File: config.mk
export PLATFORM = sky130hd
export DESIGN_NAME = hypercube_simplex_vertex_generator_unit
export DESIGN_NICKNAME = d
export VERILOG_FILES = /design/src/rtl/core/hsvg_pkg.sv /design/src/rtl/core/hypercube_simplex_vertex_generator_unit.sv
export SDC_FILE = /design/constraint.sdc
export NUM_CORES = 1
export LEC_CHECK = 0
export BUFFER_PORTS_ARGS = -buffer_cell sky130_fd_sc_hd__buf_2
export CAP_MARGIN = 0
export CORE_UTILIZATION = 62
export DETAILED_ROUTE_END_ITERATION = 10
export PLACE_DENSITY = 0.88
export SKIP_CTS_REPAIR_TIMING = 1
export SLEW_MARGIN = 15
export SYNTH_ARGS = -nofsm -noshare
export SYNTH_HDL_FRONTEND = slang
export SYNTH_SLANG_ARGS = --single-unit
File: constraint.sdc
create_clock -name i_clk -period 3.4 [get_ports i_clk]
set_input_delay 0.68 -clock i_clk [delete_from_list [all_inputs] [get_ports i_clk]]
set_output_delay 0.68 -clock i_clk [all_outputs]
set_load 0.01 [all_outputs]
File: src/rtl/core/hsvg_pkg.sv
// Shared widths and helpers for the hypercube simplex vertex generator.
package hsvg_pkg;

    localparam int DIM_MAX = 8;
    localparam int DIM_W   = 4;
    localparam int VERT_W  = 8;
    localparam int PERM_W  = (DIM_MAX > 1) ? $clog2(DIM_MAX) : 1;

    typedef logic [PERM_W-1:0] t_perm;
    typedef logic [DIM_W-1:0]  t_pos;

    // Clamp the programmed dimension into 1..DIM_MAX.
    function automatic t_pos active_dim(input t_pos dim);
        t_pos res;
        if (dim == '0) begin
            res = t_pos'(1);
        end else if (dim > t_pos'(DIM_MAX)) begin
            res = t_pos'(DIM_MAX);
        end else begin
            res = dim;
        end
        return res;
    endfunction

endpackage

File: src/rtl/core/hypercube_simplex_vertex_generator_unit.sv
// Kuhn triangulation vertex generator: sequencer, permutation memory and output register.
//
// Walks the n! simplices of the Kuhn triangulation of the unit n-cube in lexicographic
// permutation order, n being the dimension register (0 reads as 1, values above DIM_MAX
// read as DIM_MAX). Each accepted request word yields n+1 vertex words: vertex 0 is the
// origin and vertex v+1 sets coordinate perm[v] of vertex v. final_simplex is high on every
// vertex of a simplex built from the last permutation, after which the order wraps to the
// identity. restart, and any write of the dimension register, puts the permutation back to
// the identity; the fill runs at the start of the next request. A vertex word held off by
// the vertex channel stalls the walk. One comparator is shared by the scan for the pivot
// and the search for the swap partner, and one memory write port by the identity fill,
// the swap and the tail reversal. The block takes no request until the permutation has
// been advanced; the last vertex word may still be waiting in the output register when
// the next request is taken.
module hypercube_simplex_vertex_generator_unit (
    input  logic                       i_clk,
    input  logic                       i_rst_n,
    // configuration: dimension register
    input  logic                       i_cfg_wr_en,
    input  logic [hsvg_pkg::DIM_W-1:0] i_cfg_wr_data,
    // request channel
    input  logic                       i_valid,
    output logic                       o_ready,
    input  logic                       i_restart,
    // vertex channel
    output logic                        o_valid,
    input  logic                        i_ready,
    output logic [hsvg_pkg::VERT_W-1:0] o_vertex_bits,
    output logic [hsvg_pkg::DIM_W-1:0]  o_vertex_number,
    output logic                        o_last_vertex,
    output logic                        o_final_simplex
);
    import hsvg_pkg::*;

    // sequencer states
    localparam logic [3:0] S_IDLE     = 4'd0;
    localparam logic [3:0] S_INIT     = 4'd1;
    localparam logic [3:0] S_SCAN_RD  = 4'd2;
    localparam logic [3:0] S_SCAN_CMP = 4'd3;
    localparam logic [3:0] S_EMIT_RD  = 4'd4;
    localparam logic [3:0] S_EMIT_WR  = 4'd5;
    localparam logic [3:0] S_J_RD     = 4'd6;
    localparam logic [3:0] S_J_CMP    = 4'd7;
    localparam logic [3:0] S_SWAP     = 4'd8;
    localparam logic [3:0] S_REV_RD   = 4'd9;
    localparam logic [3:0] S_REV_W1   = 4'd10;
    localparam logic [3:0] S_REV_W2   = 4'd11;

    // Permutation memory: one write port, two registered read ports.
    t_perm r_perm_mem [DIM_MAX];
    t_perm r_rd_a, r_rd_b;
    t_perm mem_addr_a, mem_addr_b, mem_waddr, mem_wdata;
    logic  mem_we;

    logic [3:0]        r_state, n_state;
    t_pos              r_dimension;
    logic              r_ident_pend, n_ident_pend;
    t_pos              r_cnt, n_cnt;       // fill index, then vertex number
    t_pos              r_pos_lo, n_pos_lo; // pivot i, then lower reversal end
    t_pos              r_pos_hi, n_pos_hi; // scan k, partner j, upper reversal end
    logic              r_found, n_found;   // pivot found: not the last permutation
    t_perm             r_hold, n_hold;
    logic [VERT_W-1:0] r_acc, n_acc;

    logic              r_out_valid, n_out_valid;
    logic [VERT_W-1:0] r_out_bits, n_out_bits;
    t_pos              r_out_num, n_out_num;
    logic              r_out_last, n_out_last;
    logic              r_out_final, n_out_final;

    t_pos              dim_n, dim_top, cnt_m1, hi_m1;
    logic              cmp_lt, slot_free, accept;
    logic [VERT_W-1:0] vert_next;

    assign dim_n   = active_dim(r_dimension);
    assign dim_top = dim_n - t_pos'(1);
    assign cnt_m1  = r_cnt - t_pos'(1);
    assign hi_m1   = r_pos_hi - t_pos'(1);

    // the shared comparator: port A entry below port B entry
    assign cmp_lt = (r_rd_a < r_rd_b);

    assign slot_free = !r_out_valid || i_ready;
    assign o_ready   = (r_state == S_IDLE);
    assign accept    = i_valid && o_ready;

    // next vertex: origin first, then set the coordinate just read
    assign vert_next = (r_cnt == '0) ? '0 : (r_acc | (VERT_W'(1) << r_rd_a));

    always_comb begin
        n_state      = r_state;
        n_ident_pend = r_ident_pend;
        n_cnt        = r_cnt;
        n_pos_lo     = r_pos_lo;
        n_pos_hi     = r_pos_hi;
        n_found      = r_found;
        n_hold       = r_hold;
        n_acc        = r_acc;
        n_out_valid  = r_out_valid && !i_ready;
        n_out_bits   = r_out_bits;
        n_out_num    = r_out_num;
        n_out_last   = r_out_last;
        n_out_final  = r_out_final;
        mem_addr_a   = r_pos_lo[PERM_W-1:0];
        mem_addr_b   = r_pos_hi[PERM_W-1:0];
        mem_we       = 1'b0;
        mem_waddr    = r_pos_lo[PERM_W-1:0];
        mem_wdata    = r_rd_b;

        unique case (r_state)
            S_IDLE: begin
                if (accept) begin
                    n_pos_hi = dim_top;
                    n_found  = 1'b0;
                    if (i_restart || r_ident_pend) begin
                        n_cnt        = '0;
                        n_ident_pend = 1'b0;
                        n_state      = S_INIT;
                    end else if (dim_top == '0) begin
                        n_cnt   = '0;
                        n_state = S_EMIT_WR;
                    end else begin
                        n_state = S_SCAN_RD;
                    end
                end
            end
            S_INIT: begin
                // fill the first n entries with the identity
                mem_we    = 1'b1;
                mem_waddr = r_cnt[PERM_W-1:0];
                mem_wdata = r_cnt[PERM_W-1:0];
                if (r_cnt == dim_top) begin
                    n_cnt = '0;
                    if (dim_top == '0) begin
                        n_state = S_EMIT_WR;
                    end else begin
                        n_state = S_SCAN_RD;
                    end
                end else begin
                    n_cnt = r_cnt + t_pos'(1);
                end
            end
            S_SCAN_RD: begin
                mem_addr_a = hi_m1[PERM_W-1:0];
                n_state    = S_SCAN_CMP;
            end
            S_SCAN_CMP: begin
                // look for the rightmost ascent perm[k-1] < perm[k]
                mem_addr_a = hi_m1[PERM_W-1:0];
                if (cmp_lt) begin
                    n_pos_lo = hi_m1;
                    n_found  = 1'b1;
                    n_cnt    = '0;
                    n_state  = S_EMIT_WR;
                end else if (r_pos_hi == t_pos'(1)) begin
                    n_cnt   = '0;
                    n_state = S_EMIT_WR;
                end else begin
                    n_pos_hi = hi_m1;
                    n_state  = S_SCAN_RD;
                end
            end
            S_EMIT_RD: begin
                mem_addr_a = cnt_m1[PERM_W-1:0];
                n_state    = S_EMIT_WR;
            end
            S_EMIT_WR: begin
                mem_addr_a = cnt_m1[PERM_W-1:0];
                if (slot_free) begin
                    n_out_valid = 1'b1;
                    n_out_bits  = vert_next;
                    n_out_num   = r_cnt;
                    n_out_last  = (r_cnt == dim_n);
                    n_out_final = !r_found;
                    n_acc       = vert_next;
                    if (r_cnt == dim_n) begin
                        n_pos_hi = dim_top;
                        if (r_found) begin
                            n_state = S_J_RD;
                        end else begin
                            // last permutation: reverse the whole prefix
                            n_pos_lo = '0;
                            n_state  = S_REV_RD;
                        end
                    end else begin
                        n_cnt   = r_cnt + t_pos'(1);
                        n_state = S_EMIT_RD;
                    end
                end
            end
            S_J_RD: begin
                n_state = S_J_CMP;
            end
            S_J_CMP: begin
                // rightmost j with perm[i] < perm[j]; write perm[j] into slot i
                if (cmp_lt) begin
                    mem_we    = 1'b1;
                    mem_waddr = r_pos_lo[PERM_W-1:0];
                    mem_wdata = r_rd_b;
                    n_hold    = r_rd_a;
                    n_state   = S_SWAP;
                end else begin
                    n_pos_hi = hi_m1;
                    n_state  = S_J_RD;
                end
            end
            S_SWAP: begin
                mem_we    = 1'b1;
                mem_waddr = r_pos_hi[PERM_W-1:0];
                mem_wdata = r_hold;
                n_pos_lo  = r_pos_lo + t_pos'(1);
                n_pos_hi  = dim_top;
                n_state   = S_REV_RD;
            end
            S_REV_RD: begin
                if (r_pos_lo < r_pos_hi) begin
                    n_state = S_REV_W1;
                end else begin
                    n_state = S_IDLE;
                end
            end
            S_REV_W1: begin
                mem_we    = 1'b1;
                mem_waddr = r_pos_lo[PERM_W-1:0];
                mem_wdata = r_rd_b;
                n_hold    = r_rd_a;
                n_state   = S_REV_W2;
            end
            S_REV_W2: begin
                mem_we    = 1'b1;
                mem_waddr = r_pos_hi[PERM_W-1:0];
                mem_wdata = r_hold;
                n_pos_lo  = r_pos_lo + t_pos'(1);
                n_pos_hi  = hi_m1;
                n_state   = S_REV_RD;
            end
            default: begin
                n_state = S_IDLE;
            end
        endcase

        // a dimension write always calls for a fresh identity
        if (i_cfg_wr_en) begin
            n_ident_pend = 1'b1;
        end
    end

    always_ff @(posedge i_clk) begin
        if (mem_we) begin
            r_perm_mem[mem_waddr] <= mem_wdata;
        end
        r_rd_a <= r_perm_mem[mem_addr_a];
        r_rd_b <= r_perm_mem[mem_addr_b];
    end

    always_ff @(posedge i_clk) begin
        if (!i_rst_n) begin
            r_state      <= S_IDLE;
            r_dimension  <= t_pos'(2);
            r_ident_pend <= 1'b1;
            r_out_valid  <= 1'b0;
            r_found      <= 1'b0;
            r_acc        <= '0;
        end else begin
            r_state      <= n_state;
            r_ident_pend <= n_ident_pend;
            r_out_valid  <= n_out_valid;
            r_found      <= n_found;
            r_acc        <= n_acc;
            if (i_cfg_wr_en) begin
                r_dimension <= i_cfg_wr_data;
            end
        end
    end

    always_ff @(posedge i_clk) begin
        r_cnt       <= n_cnt;
        r_pos_lo    <= n_pos_lo;
        r_pos_hi    <= n_pos_hi;
        r_hold      <= n_hold;
        r_out_bits  <= n_out_bits;
        r_out_num   <= n_out_num;
        r_out_last  <= n_out_last;
        r_out_final <= n_out_final;
    end

    assign o_valid         = r_out_valid;
    assign o_vertex_bits   = r_out_bits;
    assign o_vertex_number = r_out_num;
    assign o_last_vertex   = r_out_last;
    assign o_final_simplex = r_out_final;

endmodule

Yosys cells after proc, flatten, opt, wreduce, memory -nomap -nowiden
Memory sizes are Yosys's and may differ from the RTL's. A register that Yosys moved wholly into a read port is not among the register bits.
Cells that the tools add are included.
- register bits after elaboration: 48
- memory bits (writable): 24
- output and inout bits: 16
- word-level logic and storage cells: 132
- memories kept: 1
- add/sub/neg operators: 5
- order comparisons: 3
- equal/unequal tests: 27
- shift operators: 1
- mux-type cells: 50
- bitwise operators: 2
- reduce and logical (&&, ||, !) cells: 29
- memory list (name ; words ; bits a word ; rd ports ; clocked after memory_dff ; write ports ; RTL line ; RTL):
    r_perm_mem ; 8 ; 3 ; 2 ; 2 ; 1 ; hypercube_simplex_vertex_generator_unit.sv:50 ; t_perm r_perm_mem [DIM_MAX];
- operators by type and width (kind ; number):
    two-way mux 4 bit ; 27
    one-hot mux 4 bit (11 select lines) ; 1
    one-hot mux 3 bit (2 select lines) ; 4
    one-hot mux 4 bit (6 select lines) ; 1
    != test 2 bit, second input constant ; 10
    == test 4 x 3 -> 1 bit, second input constant ; 4
    == test 4 bit, second input constant ; 4
    zero test 4 bit ; 4
    one-hot mux 4 bit (4 select lines) ; 1
    two-way mux 3 bit ; 5
    one-hot mux 4 bit (3 select lines) ; 1
    AND reduction 3 bit ; 3
    adder 4 x 1 -> 4 bit, second input constant ; 2
    == test 4 x 1 -> 1 bit, second input constant ; 2
    == test 4 x 2 -> 1 bit, second input constant ; 2
    == test 4 bit ; 2
    two-way mux 8 bit ; 1
    bitwise OR 8 bit ; 1
    OR reduction 2 bit ; 4
    left shift 1 x 3 -> 8 bit, first input constant ; 1
    subtractor 4 x 1 -> 4 bit, second input constant ; 2
    two-way mux 1 bit ; 7
    AND reduction 7 bit ; 1
    AND reduction 6 bit ; 1
    other kinds (19) ; 26

Longest topological paths before layout
Gate-level depths: netlist of run 1.
- word-level depth: 9
- mapped depth: 9

Worst setup path after synthesis of run 1
OpenSTA, ideal clock, no wires.
- path kind: reg2reg
- from: register r_dimension[1]
- to: register r_cnt[0] (enable)
- library setup time: 0.361 ns
- arrival time: 1.963 ns
- slack: 1.076 ns
- cell stages (with the launch flop): 10
- cell sequence: dfxtp_1 -> o21ba_2 -> nor2_1 -> inv_1 -> ha_1 -> nand2b_1 -> mux2_2 -> a21oi_1 -> a21oi_1 -> nor3_1
- word-level cells in the longest chain between the ends: 7
- elaborated cells between the ends (all ways): 10
- ends and longest elaborated chain (item ; RTL line ; RTL):
    from (decl) ; hypercube_simplex_vertex_generator_unit.sv:56 ; t_pos r_dimension;
    from (signal assigned) ; hypercube_simplex_vertex_generator_unit.sv:259 ; r_dimension <= t_pos'(2);
    from (signal assigned) ; hypercube_simplex_vertex_generator_unit.sv:271 ; r_dimension <= i_cfg_wr_data;
    greater-than comparator 4 bit ; hsvg_pkg.sv:17 ; end else if (dim > t_pos'(DIM_MAX)) begin
    two-way mux 4 bit ; hsvg_pkg.sv:17 ;
    two-way mux 4 bit (*) ; hsvg_pkg.sv:15 ; if (dim == '0) begin
    subtractor 4 x 1 -> 4 bit ; hypercube_simplex_vertex_generator_unit.sv:76 ; assign dim_top = dim_n - t_pos'(1);
    zero test 4 bit ; hypercube_simplex_vertex_generator_unit.sv:119 ; end else if (dim_top == '0) begin
    != test 3 x 1 -> 1 bit (no line) ; - ;
    AND reduction 6 bit (no line) (*) ; - ;
    to (signal assigned) ; hypercube_simplex_vertex_generator_unit.sv:277 ; r_cnt <= n_cnt;
    to (decl) ; hypercube_simplex_vertex_generator_unit.sv:58 ; t_pos r_cnt, n_cnt;
Mark *: on every way between the ends. The rest lies on a longest branch, timed or not.
A chain may end at the register's enable or synchronous reset.

Worst setup path after layout of run 1
- from: register r_state[1]
- to: register r_cnt[0] (enable)
- word-level cells in the longest chain between the ends: 4
- elaborated cells between the ends (all ways): 12
- ends and longest elaborated chain (item ; RTL line ; RTL):
    from (decl) ; hypercube_simplex_vertex_generator_unit.sv:55 ; logic [3:0] r_state, n_state;
    from (signal assigned) ; hypercube_simplex_vertex_generator_unit.sv:265 ; r_state <= n_state;
    zero test 4 bit ; hypercube_simplex_vertex_generator_unit.sv:84, hypercube_simplex_vertex_generator_unit.sv:110 ;
    logical AND 1 bit ; hypercube_simplex_vertex_generator_unit.sv:85 ; assign accept = i_valid && o_ready;
    != test 2 x 1 -> 1 bit (no line) ; - ;
    AND reduction 6 bit (no line) (*) ; - ;
Marked as above.

==> impl_metrics.toml, run 1 <==
[outcome]
status = "completed"

[synthesis]
synth_nets = 469
yosysTopAreaCellShare_pct = 35.3
yosys-top-cells-area = "edfxtp_1 35%, dfxtp_1 11%, nand2_1 4.1%"
yosysSeqAreaShare_pct = 46.4
synth_commonest_cells = "53 x edfxtp_1, 49 x nand2_1, 40 x nor2_1"
synthArstFlopShare_pct = 0
synth.distinct_cells = 67
netlist_instances = 446
yosysMostFrequentCell = "edfxtp_1"
synth_edf_count = 53
synthFlopType = "edfxtp_1"
yosys_warnings = 0
syn_area_per_cell_um2 = 10.1
ys_ff_latch = 78
synth_area_um2 = 4510
yosysTopAreaCell = "edfxtp_1"

[layout]
diodes = 0
design_area_um2 = 4880
final_util_pct = 70.7
drive_above_1_share_pct = 17.7
seq_area_um2 = 2090
area_growth_pct = 8.24
nets = 486
nFillCells = 539
multiInputGateArea_um2 = 2220

[worst_setup_path]
reg2reg_to = "r_cnt[0]$_DFFE_PP_"
crit_path_end_kind = "register"
r2r_start = "r_state[1]$_SDFFE_PN0P_"
worst-setup-path-type = "reg2reg"
worst-path-max-fanout = 25
required_ps = 3400
start_kind = "register"
rr_worst_depth = 4
critPathArrivalTime_ps = 2670
timing.reg2reg.setup_slack_ps = 730

[floorplan]
die_w_um = 87.3
initial_core_util_pct = 65.3
coreArea_um2 = 6910
rows = 30
pin_count = 26
die_area_um2 = 7620
die_h_um = 87.3

[sta]
worst_pin_slew_ps = 1020
clock_skew_ps = 9.37
max_freq_mhz = 375
final.setup.tns_ps = 0
final-max-slew-violation-count = 0
min_period_ps = 2670
fin_crit_sh_pct = 78.4
setup_viol = 0
slew_headroom_pct = 32.0
hold_viol = 0
rsz0062_at_grt = "false"
fin_ws_ps = 733

[drt]
antenna_left = 0
drt-initial-drc-count = 467
firstDrtPassIters = 6
avgRoutedWirePerCell_um = 19.1
num_vias = 3682
drc = 0
viasPerCell = 6.53
routed_wl_mm = 10.8

[clocking]
cts_tree = "done"
cts-root-buf = "clkbuf_8"
cts_made_buffers = 9
cts_sinks = 78
clockBufferDepth = 2
clock_latency_ps = 360
clk_pin_slew_ps = 90
h-tree-depth = 3

[global_route]
antenna_found_initial = 0
grt_start_max_net_pins = 30
grt_pass1_vias = 3612
grt-ovfl-total = 0
gr-usage-all-layers_pct = 30.4
grt_pass1_wl_mm = 17.3

[worst_hold_path]
hp-start = "r_acc[6]$_SDFFE_PN0P_"
hp-class = "reg2reg"
whs_path_depth = 2
min_delay_worst_endpoint = "r_acc[6]$_SDFFE_PN0P_"

[power]
p_int_uw = 2210
power_uw = 3790
p_per_area_nw_per_um2 = 777
seq_power_share_pct = 41.2
p_comb_share_pct = 41.4
clkPwrFrac_pct = 17.3
p_leak_uw = 0.00179
irDropWorstVdd_mv = 0.401
power.switching_uw = 1580
swShare_pct = 41.7

[placement]
portBuffers = 25
gp_congestion = 0.964
pre_cts_slack_ps = 796
placed_area_um2 = 4690
place_hpwl_mm = 7.73

[flow_run]
max_cap_viol_count = 0
[stage by stage]
step | hold WS (ps) | cells
floorplan | 421 | 446
finish | 469 | 564
global route | 491 | 564
global placement | 441 | 548
detailed placement | 455 | 548
CTS | 470 | 564
[how the worst max path moves through the flow]
stage,startpoint,endpoint,slack (ps)
finish,r_state[1]$_SDFFE_PN0P_,r_cnt[0]$_DFFE_PP_,730
detailed placement,r_state[1]$_SDFFE_PN0P_,r_cnt[2]$_DFFE_PP_,800
global route,r_state[2]$_SDFFE_PN0P_,r_acc[0]$_SDFFE_PN0P_,570
floorplan,r_dimension[1]$_SDFFE_PN1P_,r_cnt[0]$_DFFE_PP_,1080
global placement,r_state[1]$_SDFFE_PN0P_,r_cnt[2]$_DFFE_PP_,860
CTS,r_state[1]$_SDFFE_PN0P_,r_cnt[0]$_DFFE_PP_,780
[power groups by stage]
stage	combinational (µW)	sequential [µW]	clock, µW
final	1570	1560	658
after global routing	1710	1580	702
after CTS	1540	1550	665
after detailed placement	1520	1570	0
after global placement	1470	1560	0
after floorplan	1230	1430	0
[critical path, stage by stage, from the launching register on]
cell      delay [ps]
dfxtp_1          850
and4bb_2         420
and2_1           220
a2111o_1         390
nor3_1           430
[routing by layer]
layer / global-route usage [%] / share of wire, %
met2: 49.7 / 49
met5: 0 / 0
met1: 37.4 / 38
met3: 6.64 / 8.2
met4: 16.7 / 4.4
[placed cells by master (no fill, tap or decap), types with 3 or more instances in the layout]
cell type	netlist	layout
a21bo_2	8	8
a21oi_1	24	24
a221o_1	3	3
a22oi_1	4	4
a311oi_1	3	3
a31oi_1	13	13
a32oi_1	4	4
and2_1	3	3
and3_1	3	3
buf_2	6	25
buf_4	1	9
clkbuf_8	0	9
dfxtp_1	25	25
edfxtp_1	53	53
ha_1	13	13
inv_1	17	17
inv_6	0	3
mux2i_1	13	13
mux4_2	6	6
nand2_1	49	49
nand2b_1	5	5
nand3_1	19	19
nor2_1	40	40
nor2b_1	8	8
nor3_1	9	9
o211ai_1	23	23
o21ai_0	9	9
o31ai_1	3	3
or2_2	5	5
xnor2_1	9	9
xor2_1	3	3
[cell type report]
type                       count  share of cell area, %
tap                           96                   2.46
clock buffer                   9                   2.54
clock inverter                 7                   1.36
sequential                    78                   42.8
inverter                      19                   1.46
timing repair buffer          34                   3.95
multi-input combinational    321                   45.4
[sequential cells by signal, summed over array words and instances (netlist names), 3 cells and up]
register	count
r_perm_mem	24
o_vertex_bits	8
r_acc	8
o_vertex_number	4
r_cnt	4
r_dimension	4
r_pos_hi	4
r_pos_lo	4
r_state	4
r_hold	3
r_rd_a	3
r_rd_b	3
[cells by family (layout without fill, tap and decap cells)]
logic type	after synthesis	after routing	synth area share [%]
AO/OA/AOI/OAI	122	122	20.0
XOR/XNOR	13	13	2.83
AND/OR/NAND/NOR	152	152	16.3
buffers and inverters	47	69	4.49
flip-flops	78	78	46.4
adder cells (fa/ha/maj)	13	13	3.61
multiplexers	21	21	6.38
(Power assumes the default switching activity.)
==> inputs of run 2 (changes only) <==
--- a/config.mk
+++ b/config.mk
@@ -7,9 +7,9 @@
 export LEC_CHECK = 0
 export BUFFER_PORTS_ARGS = -buffer_cell sky130_fd_sc_hd__buf_2
 export CAP_MARGIN = 0
-export CORE_UTILIZATION = 62
+export CORE_UTILIZATION = 55
 export DETAILED_ROUTE_END_ITERATION = 10
-export PLACE_DENSITY = 0.88
+export PLACE_DENSITY = 0.83
 export SKIP_CTS_REPAIR_TIMING = 1
 export SLEW_MARGIN = 15
 export SYNTH_ARGS = -nofsm -noshare
==> constraint.sdc (replaced) <==
create_clock -name i_clk -period 2.4 [get_ports i_clk]
set_input_delay 0.48 -clock i_clk [delete_from_list [all_inputs] [get_ports i_clk]]
set_output_delay 0.48 -clock i_clk [all_outputs]
set_load 0.01 [all_outputs]
==> impl_metrics.toml, run 2 (synthesis gave the netlist of run 1 again) <==
[floorplan]
initial_core_util_pct = 57.5
rows = 32
die_w_um = 92.6
coreArea_um2 = 7850
pin_count = 26
die_area_um2 = 8570
die_h_um = 92.6

[clocking]
cts_made_buffers = 9
cts_sinks = 78
clockBufferDepth = 2
clock_latency_ps = 370
h-tree-depth = 3
cts-root-buf = "clkbuf_8"
cts_tree = "done"
clk_pin_slew_ps = 90

[placement]
portBuffers = 25
placed_area_um2 = 4910
gp_congestion = 0.970
pre_cts_slack_ps = 69.2
place_hpwl_mm = 8.05

[worst_setup_path]
crit_path_end_kind = "register"
required_ps = 2490
worst-path-max-fanout = 5
start_kind = "register"
worst-setup-path-type = "reg2reg"
critPathArrivalTime_ps = 2390

[sta]
setup_viol = 0
fin_crit_sh_pct = 95.8
clock_skew_ps = 9.50
max_freq_mhz = 435
min_period_ps = 2300
whs_ps = 322
hold_viol = 0
slew_headroom_pct = 62.1
final-max-slew-violation-count = 0
fin_ws_ps = 101
worst_pin_slew_ps = 567

[layout]
layout_commonest_cell = "edfxtp_1"
largest_reg_flops = 24
design_area_um2 = 5150
mostFrequentLayoutCells = "53 x edfxtp_1, 49 x nand2_1, 40 x nor2_1"
drive_above_1_share_pct = 22.4
top_register = "r_perm_mem"
diodes = 0
nets = 510
area_growth_pct = 14.2
final_util_pct = 65.6

[global_route]
gr-usage-all-layers_pct = 27.5
antenna_found_initial = 0
grt_pass1_wl_mm = 17.9
grt_start_max_net_pins = 21
grt-ovfl-total = 0
grt_pass1_vias = 3624

[drt]
antenna_left = 0
drc = 0
routed_wl_mm = 11.1
drt-initial-drc-count = 353
avgRoutedWirePerCell_um = 18.7
firstDrtPassIters = 5
num_vias = 3785
viasPerCell = 6.37

[power]
irDropWorstVdd_mv = 0.653
p_leak_uw = 0.00195
power_uw = 5800
p_per_area_nw_per_um2 = 1130

[flow_run]
max_cap_viol_count = 0

[worst_hold_path]
hp-class = "in2reg"

[outcome]
status = "completed"
[run 2: worst max-delay path: stages, from the launching register on]
cell and delay [ps]:
dfxtp_1 360, o21ba_2 230, nor2_1 120, inv_1 60, ha_1 200, nand2b_1 150, mux2_2 290, a21oi_1 160
a21oi_1 70, nor3_2 210, buf_4 170
[run 2: final timing paths]
check	start	end	slack (ps)	cells after the start
worst max-delay path	r_dimension[1]$_SDFFE_PN1P_	r_cnt[0]$_DFFE_PP_	100	10
worst min register to register	r_acc[2]$_SDFFE_PN0P_	r_acc[2]$_SDFFE_PN0P_	460	2
worst min-delay path	i_cfg_wr_data[1]	r_dimension[1]$_SDFFE_PN1P_	320	3
worst max register to register	r_dimension[1]$_SDFFE_PN1P_	r_cnt[0]$_DFFE_PP_	100	10
[run 2: final cells by class]
| type | count | area [µm²] |
|---|---|---|
| fillers | 621 | 2700 |
| multi-input cells | 321 | 2230 |
| flip-flops and latches | 78 | 2090 |
| repair buffers | 58 | 398 |
| well taps | 102 | 128 |
| clock buffers | 9 | 124 |
| clock inverters | 7 | 106 |
| inverters | 19 | 71.3 |
[run 2: routing by layer]
metal | wire [µm] | share of wire (%) | vias to the layer above | global-route usage, %
met5 | 0 | 0 | - | 0
met4 | 256 | 2.3 | 0 | 10.2
met3 | 755 | 6.8 | 30 | 5.17
met2 | 5470 | 49 | 183 | 45.7
met1 | 4630 | 42 | 1826 | 35.9
li1 | - | - | 1746 | -
[run 2: per-stage QoR]
stage | instances | setup TNS (ps)
floorplan | 446 | 0
global placement | 578 | 0
detailed placement | 578 | 0
CTS | 594 | 0
global route | 594 | -29.5
finish | 594 | 0
[run 2: report_power, final]
| part | leakage (µW) | internal [µW] | switching, µW |
|---|---|---|---|
| Sequential | 0.000692 | 1860 | 250 |
| Combinational | 0.00114 | 1060 | 1500 |
| Clock | 0.000116 | 601 | 532 |
==> inputs of run 3 (changes only) <==
--- a/config.mk
+++ b/config.mk
@@ -9,6 +9,7 @@
 export CAP_MARGIN = 0
 export CORE_UTILIZATION = 55
 export DETAILED_ROUTE_END_ITERATION = 10
+export MAX_ROUTING_LAYER = met4
 export PLACE_DENSITY = 0.83
 export SKIP_CTS_REPAIR_TIMING = 1
 export SLEW_MARGIN = 15
==> impl_metrics.toml, run 3 (synthesis gave the netlist of run 1 again) <==
[outcome]
status = "completed"

[sta]
final-max-slew-violation-count = 0
slew_headroom_pct = 66.8
rsz0062_at_grt = "true"
whs_ps = 343
hold_viol = 0
setup_viol = 0
min_period_ps = 2310
clock_skew_ps = 9.70
worst_pin_slew_ps = 497
fin_crit_sh_pct = 96.0
max_freq_mhz = 434

[layout]
final_util_pct = 65.5
nets = 512
mostFrequentLayoutCells = "53 x edfxtp_1, 49 x nand2_1, 37 x nor2_1"
layout_commonest_cell = "edfxtp_1"
multiInputGateArea_um2 = 2230
largest_reg_flops = 24
seq_area_um2 = 2090
nFillCells = 640
area_growth_pct = 13.9
fin_cells = 596
drive_above_1_share_pct = 22.9
diodes = 0
top_register = "r_perm_mem"

[drt]
avgRoutedWirePerCell_um = 19.3
drc = 0
viasPerCell = 6.36
routed_wl_mm = 11.5
firstDrtPassIters = 5
antenna_left = 0
drt-initial-drc-count = 390
num_vias = 3790

[placement]
place_hpwl_mm = 8.39
dp_cells = 580
gp_congestion = 0.978
portBuffers = 25

[clocking]
clk_pin_slew_ps = 90
cts_made_buffers = 9
clockBufferDepth = 2
cts_tree = "done"
cts-root-buf = "clkbuf_8"
cts_sinks = 78
h-tree-depth = 3
clock_latency_ps = 360

[global_route]
grt_pass1_wl_mm = 18.8
grt-ovfl-total = 0
grt_start_max_net_pins = 21
gr-usage-all-layers_pct = 29.7
antenna_found_initial = 0
grt_pass1_vias = 3683

[worst_setup_path]
startpoint = "r_state[3]$_SDFFE_PN0P_"
slowest_stage = "dfxtp_1"
max_stage_delay_ps = 370
worst-path-max-fanout = 10
start_kind = "register"
critical_path.cell_chain = "buf_4 -> buf_4 -> nor2b_1 -> nand2_1 -> o21ai_0 -> a31oi_1 -> nor2_1"
r2r_start = "r_state[3]$_SDFFE_PN0P_"
crit_path_end_kind = "register"
required_ps = 2430
cpMostUsedCell = "buf_4"
worst-setup-path-type = "reg2reg"
critPathArrivalTime_ps = 2340

[worst_hold_path]
hp-class = "in2reg"
hp-start = "i_cfg_wr_data[1]"

[floorplan]
die_area_um2 = 8570
pin_count = 26
rows = 32
coreArea_um2 = 7850
die_w_um = 92.6
die_h_um = 92.6
initial_core_util_pct = 57.5

[power]
p_per_area_nw_per_um2 = 1120
irDropWorstVdd_mv = 0.405
p_leak_uw = 0.00195

[flow_run]
max_cap_viol_count = 0
run 3: cell types whose count changed in the layout (fill, tap and decap cells not counted), moves of 2 or more:
cell      before  now
clkinv_4       3    0
nor3_1         6    8
nor2_1        40   37
buf_4         31   34
nor2_2         0    3
nor3_2         3    1
run 3: power by group:
| part | switching [µW] | internal [µW] | leakage [µW] |
|---|---|---|---|
| combinational | 1520 | 1040 | 0.00114 |
| clock | 519 | 576 | 0.000112 |
| sequential | 236 | 1860 | 0.000692 |
run 3: metal layers:
metal / up-vias / GRT usage, % / wire length [µm]
li1: 1755 / - / -
met1: 1838 / 38.6 / 4720
met2: 171 / 46.2 / 5600
met3: 26 / 5.50 / 880
met4: 0 / 11.5 / 285
met5: - / - / 0
run 3: area by class of cell:
cell class | instances | area share, %
Multi-Input combinational cell | 321 | 43.4
Sequential cell | 78 | 40.7
Timing Repair Buffer | 60 | 7.79
Clock buffer | 12 | 3.24
Tap cell | 102 | 2.48
Inverter | 19 | 1.39
Clock inverter | 4 | 0.974
run 3: path summary, 6_finish.rpt:
check             slack (ps)  depth (start not counted)                     endpoint
hold reg to reg          460                          2        r_acc[2]$_SDFFE_PN0P_
setup / recovery          90                          7   r_perm_mem[3][0]$_DFFE_PP_
hold / removal           340                          3  r_dimension[1]$_SDFFE_PN1P_
setup reg to reg          90                          7   r_perm_mem[3][0]$_DFFE_PP_
run 3: stage by stage:
step           area [µm²]  power (µW)  TNS [ps]  setup WS [ps]
2_1_floorplan        4510        3770         0           75.8
3_3_place_gp         4910        4510         0           52.1
3_5_place_dp         4910        4600         0           2.04
4_1_cts              5120        5700     -80.4          -26.8
5_1_grt              5140        6060     -11.6          -3.22
6_report             5140        5750         0           94.9
run 3: worst max-delay path: cells and delay by family (launching register included):
kind	cells	cell delay [ps]
buf+inv	2	340
simple gates	3	710
compound gates	2	550
flops	1	370
